## config.mk

```make
export PLATFORM = sky130hd
export DESIGN_NAME = heartbeat_presence_table
export DESIGN_NICKNAME = d
export VERILOG_FILES = /design/src/design/hpt_pkg.sv /design/src/design/heartbeat_presence_table.sv /design/src/design/hpt_cmp.sv /design/src/design/hpt_ctrl.sv
export SDC_FILE = /design/constraint.sdc
export NUM_CORES = 1
export LEC_CHECK = 0
export BUFFER_PORTS_ARGS = -buffer_cell sky130_fd_sc_hd__buf_2
export CAP_MARGIN = 20
export CORE_AREA = 2 2 364 366
export DETAILED_ROUTE_END_ITERATION = 16
export DIE_AREA = 0 0 366 368
export PLACE_DENSITY = 0.53
export SETUP_SLACK_MARGIN = 0.05
export SKIP_CTS_REPAIR_TIMING = 1
export SYNTH_ARGS = -nofsm -noshare
export SYNTH_HDL_FRONTEND = slang
export SYNTH_HIERARCHICAL = 1
export SYNTH_SLANG_ARGS = --single-unit
```

## constraint.sdc

```tcl
create_clock -name clk -period 10.4 [get_ports clk]
set_input_delay 3.12 -clock clk [delete_from_list [all_inputs] [get_ports clk]]
set_output_delay 3.12 -clock clk [all_outputs]
set_load 0.01 [all_outputs]
```

## src/design/hpt_pkg.sv

```systemverilog
// Shared types, codes and constants of the heartbeat presence table.
`default_nettype none
package hpt_pkg;

	localparam int HPT_MAX_ENTRIES = 16;
	localparam int ID_W            = 22;
	localparam int STAMP_W         = 32;
	localparam int TMO_W           = 16;

	localparam logic [TMO_W-1:0] TIMEOUT_RESET = 16'd35;

	// result actions
	localparam logic [2:0] ACT_REFRESHED = 3'd0;
	localparam logic [2:0] ACT_ADDED     = 3'd1;
	localparam logic [2:0] ACT_REMOVED   = 3'd2;
	localparam logic [2:0] ACT_IGNORED   = 3'd3;
	localparam logic [2:0] ACT_REFUSED   = 3'd4;
	localparam logic [2:0] ACT_EXPIRED   = 3'd5;
	localparam logic [2:0] ACT_TICK_DONE = 3'd6;

	// reported status codes with a meaning of their own
	localparam logic [2:0] STATUS_JOIN    = 3'd0;
	localparam logic [2:0] STATUS_OFFLINE = 3'd6;

	// input kinds
	localparam logic KIND_MSG  = 1'b0;
	localparam logic KIND_TICK = 1'b1;

	typedef struct packed {
		logic [ID_W-1:0]    id;
		logic [STAMP_W-1:0] stamp;
	} entry_t;

	typedef struct packed {
		logic [2:0]      action;
		logic [ID_W-1:0] entry_id;
		logic [3:0]      slot;
		logic [2:0]      echo_status;
		logic [4:0]      live_count;
		logic            last;
	} res_t;

endpackage
`default_nettype wire

```

## src/design/heartbeat_presence_table.sv

```systemverilog
// Heartbeat presence table: top level with input handshake and output register.
// Usage:
//   Input channel (in_valid/in_ready) carries one request: a status message
//   (kind 0) with sender_id and status, or a time tick (kind 1). in_ready is
//   high only while the sequencer is idle; one request is processed at a time.
//   Output channel (out_valid/out_ready) carries results; a message gives one
//   result, a tick gives one result per expired entry and a closing tick-done
//   result. last marks the final result of a request.
//   Steps: a message searches the table entry by entry, shifts the later
//   entries down one slot on a removal, then hands its result over; the
//   next request is taken once that result has been handed over.
//   A tick scans the entries in slot order; each expiry shifts the later
//   entries down, emits an expired result and resumes the scan at the freed
//   slot, and the closing result follows the scan. The work is serial: the
//   table memory is read one entry a cycle, through the one shared compare.
//   A one-entry output register holds a result while the receiver stalls; the
//   sequencer holds its next result while the register is full and not read.
//   cfg_we/cfg_wdata write the timeout in ticks; write only while idle.
//   Reset empties the table, clears the time counter and sets the timeout to 35.
`default_nettype none
module heartbeat_presence_table
	import hpt_pkg::*;
#(
	parameter int MAX_ENTRIES = HPT_MAX_ENTRIES
) (
	input  wire logic             clk,
	input  wire logic             arst_n,
	input  wire logic             in_valid,
	output logic                  in_ready,
	input  wire logic             kind,
	input  wire logic [ID_W-1:0]  sender_id,
	input  wire logic [2:0]       status,
	input  wire logic             cfg_we,
	input  wire logic [TMO_W-1:0] cfg_wdata,
	output logic                  out_valid,
	input  wire logic             out_ready,
	output logic [2:0]            action,
	output logic [ID_W-1:0]       entry_id,
	output logic [3:0]            slot,
	output logic [2:0]            echo_status,
	output logic [4:0]            live_count,
	output logic                  last
);

	logic res_valid;
	logic res_ready;
	res_t res;
	logic out_valid_q;
	res_t out_q;

	hpt_ctrl #(
		.MAX_ENTRIES (MAX_ENTRIES)
	) u_ctrl (
		.clk       (clk),
		.arst_n    (arst_n),
		.in_valid  (in_valid),
		.in_ready  (in_ready),
		.kind      (kind),
		.sender_id (sender_id),
		.status    (status),
		.cfg_we    (cfg_we),
		.cfg_wdata (cfg_wdata),
		.res_valid (res_valid),
		.res_ready (res_ready),
		.res       (res)
	);

	// output register
	assign res_ready = !out_valid_q || out_ready;

	always_ff @(posedge clk or negedge arst_n) begin
		if (!arst_n) begin
			out_valid_q <= 1'b0;
		end else if (res_ready) begin
			out_valid_q <= res_valid;
		end
	end

	always_ff @(posedge clk) begin
		if (res_ready && res_valid) begin
			out_q <= res;
		end
	end

	assign out_valid   = out_valid_q;
	assign action      = out_q.action;
	assign entry_id    = out_q.entry_id;
	assign slot        = out_q.slot;
	assign echo_status = out_q.echo_status;
	assign live_count  = out_q.live_count;
	assign last        = out_q.last;

endmodule
`default_nettype wire

```

## src/design/hpt_cmp.sv

```systemverilog
// Shared compare unit: sender match on lookups, age check on sweeps.
`default_nettype none
module hpt_cmp
	import hpt_pkg::*;
(
	input  wire logic               sweep,
	input  wire entry_t             entry,
	input  wire logic [ID_W-1:0]    key,
	input  wire logic [STAMP_W-1:0] now,
	input  wire logic [TMO_W-1:0]   timeout,
	output logic                    hit
);

	logic [STAMP_W-1:0] age;

	// age wraps modulo 2^32
	assign age = now - entry.stamp;

	always_comb begin
		if (sweep) begin
			hit = age > STAMP_W'(timeout);
		end else begin
			hit = entry.id == key;
		end
	end

endmodule
`default_nettype wire

```

## src/design/hpt_ctrl.sv

```systemverilog
// Sequencer and table memory: lookup, append, compaction and expiry sweep.
`default_nettype none
module hpt_ctrl
	import hpt_pkg::*;
#(
	parameter int MAX_ENTRIES = HPT_MAX_ENTRIES
) (
	input  wire logic             clk,
	input  wire logic             arst_n,
	input  wire logic             in_valid,
	output logic                  in_ready,
	input  wire logic             kind,
	input  wire logic [ID_W-1:0]  sender_id,
	input  wire logic [2:0]       status,
	input  wire logic             cfg_we,
	input  wire logic [TMO_W-1:0] cfg_wdata,
	output logic                  res_valid,
	input  wire logic             res_ready,
	output res_t                  res
);

	localparam int CW = $clog2(MAX_ENTRIES + 1);
	localparam int IW = (MAX_ENTRIES > 1) ? $clog2(MAX_ENTRIES) : 1;
	localparam logic [CW-1:0] CNT_MAX = CW'(MAX_ENTRIES);

	localparam logic [2:0] ST_IDLE  = 3'd0;
	localparam logic [2:0] ST_LOOK  = 3'd1;
	localparam logic [2:0] ST_SHIFT = 3'd2;
	localparam logic [2:0] ST_SCAN  = 3'd3;
	localparam logic [2:0] ST_EMIT  = 3'd4;

	logic [2:0]         state_q;
	logic               kind_q;
	logic [ID_W-1:0]    key_q;
	logic [2:0]         status_q;
	logic [CW-1:0]      count_q;
	logic [STAMP_W-1:0] now_q;
	logic [TMO_W-1:0]   timeout_q;
	logic [CW-1:0]      idx_q;
	logic [CW-1:0]      j_q;
	logic [ID_W-1:0]    gone_q;

	logic [2:0]         res_act_q;
	logic [ID_W-1:0]    res_id_q;
	logic [CW-1:0]      res_slot_q;
	logic [2:0]         res_st_q;
	logic               res_last_q;
	logic               resume_q;

	entry_t             mem_q [MAX_ENTRIES];
	entry_t             rdata_q;

	logic [IW-1:0]      rd_addr;
	logic               mem_we;
	logic [IW-1:0]      mem_wa;
	entry_t             mem_wd;

	logic               cmp_hit;
	logic [CW-1:0]      idx_nx;
	logic [CW:0]        j_p2;
	logic               in_range;
	logic               more;
	logic [31:0]        cnt_w;
	logic [31:0]        slot_w;

	assign idx_nx   = idx_q + 1'b1;
	assign j_p2     = {1'b0, j_q} + (CW+1)'(2);
	assign in_range = idx_q < count_q;
	assign more     = idx_nx < count_q;

	// shared compare unit
	hpt_cmp u_cmp (
		.sweep   (kind_q),
		.entry   (rdata_q),
		.key     (key_q),
		.now     (now_q),
		.timeout (timeout_q),
		.hit     (cmp_hit)
	);

	// table memory, one write and one registered read per cycle
	always_ff @(posedge clk) begin
		if (mem_we) begin
			mem_q[mem_wa] <= mem_wd;
		end
		rdata_q <= mem_q[rd_addr];
	end

	// memory address and write control
	always_comb begin
		rd_addr = idx_q[IW-1:0];
		mem_we  = 1'b0;
		mem_wa  = idx_q[IW-1:0];
		mem_wd  = '{id: key_q, stamp: now_q};
		case (state_q)
			ST_IDLE: begin
				rd_addr = '0;
			end
			ST_LOOK: begin
				rd_addr = idx_nx[IW-1:0];
				if (in_range && cmp_hit) begin
					if (status_q != STATUS_OFFLINE) begin
						mem_we = 1'b1;
					end
				end else if (!(in_range && more) && status_q == STATUS_JOIN &&
					count_q < CNT_MAX) begin
					mem_we = 1'b1;
					mem_wa = count_q[IW-1:0];
				end
			end
			ST_SHIFT: begin
				mem_we  = 1'b1;
				mem_wa  = j_q[IW-1:0];
				mem_wd  = rdata_q;
				rd_addr = j_p2[IW-1:0];
			end
			ST_SCAN: begin
				rd_addr = idx_nx[IW-1:0];
			end
			default: begin
				rd_addr = idx_q[IW-1:0];
			end
		endcase
	end

	// sequencer
	always_ff @(posedge clk or negedge arst_n) begin
		if (!arst_n) begin
			state_q   <= ST_IDLE;
			count_q   <= '0;
			now_q     <= '0;
			timeout_q <= TIMEOUT_RESET;
			idx_q     <= '0;
			j_q       <= '0;
			kind_q    <= KIND_MSG;
			resume_q  <= 1'b0;
		end else begin
			if (cfg_we) begin
				timeout_q <= cfg_wdata;
			end
			case (state_q)
				ST_IDLE: begin
					if (in_valid) begin
						kind_q   <= kind;
						key_q    <= sender_id;
						status_q <= status;
						idx_q    <= '0;
						if (kind == KIND_TICK) begin
							now_q   <= now_q + 1'b1;
							state_q <= ST_SCAN;
						end else begin
							state_q <= ST_LOOK;
						end
					end
				end
				ST_LOOK: begin
					res_id_q   <= key_q;
					res_st_q   <= status_q;
					res_last_q <= 1'b1;
					resume_q   <= 1'b0;
					res_slot_q <= '0;
					if (in_range && cmp_hit) begin
						res_slot_q <= idx_q;
						if (status_q == STATUS_OFFLINE) begin
							res_act_q <= ACT_REMOVED;
							if (more) begin
								j_q     <= idx_q;
								state_q <= ST_SHIFT;
							end else begin
								count_q <= count_q - 1'b1;
								state_q <= ST_EMIT;
							end
						end else begin
							res_act_q <= ACT_REFRESHED;
							state_q   <= ST_EMIT;
						end
					end else if (in_range && more) begin
						idx_q <= idx_nx;
					end else begin
						state_q <= ST_EMIT;
						if (status_q != STATUS_JOIN) begin
							res_act_q <= ACT_IGNORED;
						end else if (count_q >= CNT_MAX) begin
							res_act_q <= ACT_REFUSED;
						end else begin
							res_act_q  <= ACT_ADDED;
							res_slot_q <= count_q;
							count_q    <= count_q + 1'b1;
						end
					end
				end
				ST_SHIFT: begin
					// entry j takes entry j+1, read in the previous cycle
					if (j_p2 < {1'b0, count_q}) begin
						j_q <= j_q + 1'b1;
					end else begin
						count_q    <= count_q - 1'b1;
						res_slot_q <= idx_q;
						state_q    <= ST_EMIT;
						if (kind_q == KIND_TICK) begin
							res_act_q  <= ACT_EXPIRED;
							res_id_q   <= gone_q;
							res_st_q   <= '0;
							res_last_q <= 1'b0;
							resume_q   <= 1'b1;
						end else begin
							res_act_q  <= ACT_REMOVED;
							res_id_q   <= key_q;
							res_st_q   <= status_q;
							res_last_q <= 1'b1;
							resume_q   <= 1'b0;
						end
					end
				end
				ST_SCAN: begin
					res_st_q <= '0;
					if (!in_range) begin
						res_act_q  <= ACT_TICK_DONE;
						res_id_q   <= '0;
						res_slot_q <= '0;
						res_last_q <= 1'b1;
						resume_q   <= 1'b0;
						state_q    <= ST_EMIT;
					end else if (cmp_hit) begin
						gone_q <= rdata_q.id;
						if (more) begin
							j_q     <= idx_q;
							state_q <= ST_SHIFT;
						end else begin
							count_q    <= count_q - 1'b1;
							res_act_q  <= ACT_EXPIRED;
							res_id_q   <= rdata_q.id;
							res_slot_q <= idx_q;
							res_last_q <= 1'b0;
							resume_q   <= 1'b1;
							state_q    <= ST_EMIT;
						end
					end else begin
						idx_q <= idx_nx;
					end
				end
				ST_EMIT: begin
					// after an expiry the entry now in the freed slot is read again
					if (res_ready) begin
						state_q <= resume_q ? ST_SCAN : ST_IDLE;
					end
				end
				default: begin
					state_q <= ST_IDLE;
				end
			endcase
		end
	end

	assign in_ready  = state_q == ST_IDLE;
	assign res_valid = state_q == ST_EMIT;
	assign cnt_w     = 32'(count_q);
	assign slot_w    = 32'(res_slot_q);

	always_comb begin
		res.action      = res_act_q;
		res.entry_id    = res_id_q;
		res.slot        = slot_w[3:0];
		res.echo_status = res_st_q;
		res.live_count  = cnt_w[4:0];
		res.last        = res_last_q;
	end

	// checks
	a_count_max: assert property (@(posedge clk) disable iff (!arst_n)
		count_q <= CNT_MAX)
		else $error("entry count above capacity");

	a_shift_src: assert property (@(posedge clk) disable iff (!arst_n)
		state_q == ST_SHIFT |-> ({1'b0, j_q} + (CW+1)'(1)) < {1'b0, count_q})
		else $error("compaction source beyond live entries");

	a_accept_count: assert property (@(posedge clk) disable iff (!arst_n)
		in_valid && in_ready |=> $stable(count_q))
		else $error("count changed on accept");

	a_tick_now: assert property (@(posedge clk) disable iff (!arst_n)
		in_valid && in_ready && kind == KIND_TICK |=> now_q == $past(now_q) + 1'b1)
		else $error("tick did not advance time by one");

	a_tick_last: assert property (@(posedge clk) disable iff (!arst_n)
		res_valid && kind_q == KIND_TICK |-> res_last_q == (res_act_q == ACT_TICK_DONE))
		else $error("tick result last flag wrong");

endmodule
`default_nettype wire

```

==> results.json <==
{
  "first_global_vias": 28090,
  "synth-seq-cells": 1105,
  "largest_family_of_logic_cells_by_synthesized_area": "compound AO/OA/AOI/OAI gates",
  "number_of_enable_type_register_cells_in_the_synthesized_netlist": 982,
  "drive_gt1_share_pct": 10.69,
  "synth.lib_cells_used.distinct": 97,
  "placement.io_buffers": 86,
  "grt_overflow_total": 0,
  "final.period_utilization_pct": 76.90,
  "firstDrtPassIters": 8,
  "timing.critical_path.cells": "ha_1, a21oi_1, nand2_1, a41o_1, a31oi_1, a21oi_1, o21a_1, xor2_1, ha_1, a21o_1, a21o_1, a211oi_1, a21oi_1, nor4_1, nand4b_1, nor4b_2, a31oi_1, and2_1, o21ai_1, o211ai_2, a311oi_4, nand3_1, nor2_4, buf_4",
  "initial_utilization_pct": 35.76,
  "clock_tree.buffer_depth": 3,
  "maxSlewHeadroom_pct": 23.56,
  "synth_area_leaders": "sky130_fd_sc_hd__edfxtp_1 63%, sky130_fd_sc_hd__nand2_1 5.4%, sky130_fd_sc_hd__a211oi_1 4.5%",
  "fraction_of_the_mapped_netlist_area_in_compound_gates_pct": 13.00,
  "grt_start_max_net_pins": 154,
  "worstPathBufferInverterCount": 1,
  "synthSimpleGateAreaFrac_pct": 10.99,
  "wire_per_inst_um": 23.06,
  "cts_sink_count": 1105,
  "area_growth_syn_to_layout_pct": 12.86,
  "yosysWarnings": 6,
  "post_dp_cell_area_mm2": 0.04902,
  "crit_top_cell": "sky130_fd_sc_hd__a21oi_1",
  "clk_pin_slew_worst_paths_ps": 60,
  "combined_global_route_utilization_of_all_metal_layers_pct": 18.19,
  "timing.final.hold_violations": 0,
  "timing.critical_path.to_type": "flop",
  "die_y_um": 368,
  "timing.hold.worst.class": "flop to flop",
  "drtIter0Drc": 2602,
  "cp.arrival_ps": 8330,
  "cellPowerDensity_mw_per_mm2": 313.5,
  "fillers": 12340,
  "cpPeakStageDelay_ps": 750,
  "ffs_w_async_s_r_synth_pct": 6.244,
  "outcome": "completed",
  "design.die.area_mm2": 0.1347,
  "worst-path-stages": 24,
  "synth_sequential_area_ratio_pct": 69.06,
  "coreArea_mm2": 0.1308,
  "tns_ps": 0,
  "totalPowerFinal_mw": 16.55,
  "boundaryPins": 87,
  "criticalPathCategory": "flop to flop",
  "clock_tree.root_cell": "sky130_fd_sc_hd__clkbuf_16",
  "cap_viol_max_count": 0,
  "synth_largest_area_cell": "sky130_fd_sc_hd__edfxtp_1",
  "synth_area_per_cell_um2": 13.16,
  "critical_path.startpoint_type": "flop",
  "fmax_mhz": 125.0,
  "layoutNonFillerInstCount": 5434,
  "tightestPinTransition_ps": 1147,
  "crit_family": "compound AO/OA/AOI/OAI gates",
  "synth_fp_nets": 3668,
  "destination_of_the_worst_register_to_register_timing_path": "u_ctrl/mem_q[10][13]",
  "vdd_ir_drop_max_uv": 277.8,
  "dp.cells": 5222,
  "r2r_cells": 24,
  "crit_fanout": 37,
  "post_synth_inst_count": 3555,
  "via_count": 29200,
  "grt_pass1_wl_um": 186200,
  "r2r_start": "u_ctrl/now_q[4]",
  "numCtsBuffers": 113,
  "grt_setup_unrepaired": "no",
  "synth.cell_area_mm2": 0.04677,
  "leakage_nw": 18.16,
  "floorplan.die.width_um": 366,
  "ant_nets": 0,
  "vias_per_cell": 5.373,
  "totalWireLength_um": 125300,
  "dp_hpwl_um": 73560,
  "clock_network_latency_to_the_later_pin_of_the_worst_skew_pair_ps": 710,
  "r2r_slack_ps": 2400,
  "final.setup_skew_ps": 22.73,
  "drc": 0,
  "slew_violations": 0,
  "antenna_violations_before_repair": 6,
  "mux_contribution_to_synthesized_area_pct": 0.6099,
  "h_tree_lvls": 3,
  "cp-endpoint": "u_ctrl/mem_q[10][13]",
  "synth_fa_ha_area_share_pct": 1.782,
  "placementRows": 133,
  "synth.top_cell.area_share_pct": 63.05,
  "fin_crit_ps": 7998,
  "synth_xor_xnor_area_share_pct": 1.554,
  "tritoncts": "built",
  "gp_routability_congestion": 0.8324,
  "crit_start": "u_ctrl/now_q[4]",
  "postLayoutCellArea_mm2": 0.05279,
  "timing.critical_path.required_ps": 10730,
  "synth_ff_type": "sky130_fd_sc_hd__edfxtp_1",
  "critPathSlowestCell": "sky130_fd_sc_hd__nor2_4",
  "report.final.setup_viol": 0,
  "design.final.nets": 3696
}
-- state kept, by name, indices dropped and copies added (netlist names), 16 cells and up --
| name | cells |
|---|---|
| entry_id | 22 |
| u_ctrl/gone_q | 22 |
| u_ctrl/key_q | 22 |
| u_ctrl/mem_q | 864 |
| u_ctrl/now_q | 32 |
| u_ctrl/rdata_q | 54 |
| u_ctrl/res_id_q | 22 |
| u_ctrl/timeout_q | 16 |
-- worst register-to-register path, cell delays in order (launching register included) --
cell and delay, ps:
sky130_fd_sc_hd__dfrtp_1 440, sky130_fd_sc_hd__ha_1 380, sky130_fd_sc_hd__a21oi_1 150, sky130_fd_sc_hd__nand2_1 70, sky130_fd_sc_hd__a41o_1 270, sky130_fd_sc_hd__a31oi_1 430, sky130_fd_sc_hd__a21oi_1 190, sky130_fd_sc_hd__o21a_1 160
sky130_fd_sc_hd__xor2_1 150, sky130_fd_sc_hd__ha_1 290, sky130_fd_sc_hd__a21o_1 170, sky130_fd_sc_hd__a21o_1 180, sky130_fd_sc_hd__a211oi_1 220, sky130_fd_sc_hd__a21oi_1 150, sky130_fd_sc_hd__nor4_1 320, sky130_fd_sc_hd__nand4b_1 150
sky130_fd_sc_hd__nor4b_2 250, sky130_fd_sc_hd__a31oi_1 310, sky130_fd_sc_hd__and2_1 260, sky130_fd_sc_hd__o21ai_1 530, sky130_fd_sc_hd__o211ai_2 320, sky130_fd_sc_hd__a311oi_4 500, sky130_fd_sc_hd__nand3_1 280, sky130_fd_sc_hd__nor2_4 750
sky130_fd_sc_hd__buf_4 690
-- cells in the mapped netlist (all sizes together) (7+ instances only) --
library cell,n
dfrtp,66
buf,117
nand2,670
inv,93
a31oi,122
nor4,7
nor2,53
and3,12
nand4,14
clkbuf,112
o21ai,39
nand2b,22
a311oi,112
a211oi,279
o21a,10
dfxtp,54
and2,228
xnor2,51
mux2,20
edfxtp,982
nand3,38
xor2,32
a21oi,163
ha,65
o211ai,15
nor3,33
a222oi,22
a21o,21
-- cell type report --
type / instances / area [µm²] / area share (%)
Sequential cell: 1105 / 32300 / 61.19
Multi-Input combinational cell: 2128 / 13210 / 25.02
Clock buffer: 145 / 3009 / 5.700
Tap cell: 1755 / 2196 / 4.160
Timing Repair Buffer: 142 / 973.4 / 1.844
Clock inverter: 65 / 752.0 / 1.425
Inverter: 93 / 349.1 / 0.6613
Antenna cell: 1 / 2.502 / 0.004740
-- placed cells by master, fill, tap and decap left out, drive strengths merged, types with 6 or more instances in the layout --
master  count
a22o        6
a222oi     22
bufinv     15
ha         65
o211ai     15
nor2       53
nand3      38
a311oi    112
buf       141
o21a       10
dfxtp      54
nand4      14
clkbuf    146
a21o       21
nand2     670
a31oi     122
xnor2      51
edfxtp    982
mux2i       6
xor2       32
clkinv     40
inv        99
and2      228
dfrtp      66
a21oi     163
o21ai      39
a211oi    279
and3       12
nand2b     22
nor3       33
nor4        7
mux2       20
-- kinds of logic (layout without fill, tap and decap cells) --
family | after synthesis | in the layout
other | 0 | 1
AND/OR/NAND/NOR | 1105 | 1105
adder cells (fa/ha/maj) | 66 | 66
XOR/XNOR | 83 | 83
AO/OA/AOI/OAI | 848 | 848
multiplexers | 26 | 26
buffers and inverters | 322 | 445
flip-flops | 1105 | 1105
-- per-layer routing --
metal / GRT usage, % / up-vias / share of wire (%)
met5: 0 / - / 0
met1: 27.16 / 14800 / 47
met4: 4.772 / 0 / 1.8
li1: - / 13450 / -
met2: 27.48 / 823 / 45
met3: 2.874 / 120 / 6.3
-- how the worst min path moves through the flow --
stage	to	from	depth (start not counted)
floorplan	action[0]	u_ctrl/res_act_q[0]	0
global placement	slot[2]	u_ctrl/res_slot_q[2]	0
detailed placement	entry_id[1]	u_ctrl/res_id_q[1]	0
CTS	entry_id[9]	u_ctrl/res_id_q[9]	0
global route	entry_id[9]	u_ctrl/res_id_q[9]	0
finish	entry_id[1]	u_ctrl/res_id_q[1]	0
-- power breakdown --
part           switching [mW]  internal (mW)
registers               0.284           5.66
clock network            1.72           2.42
logic                    4.64           1.84
-- metrics by stage --
| stage | util, % | worst slack, ps | hold slack (ps) |
|---|---|---|---|
| 2_1_floorplan | - | 1395 | 400.3 |
| 3_3_place_gp | 37.45 | 2478 | 400.8 |
| 3_5_place_dp | 37.48 | 2353 | 404.5 |
| 4_1_cts | 40.35 | 2345 | 417.6 |
| 5_1_grt | 40.36 | 1916 | 421.3 |
| 6_report | 40.36 | 2402 | 417.7 |
(Power assumes the default switching activity.)
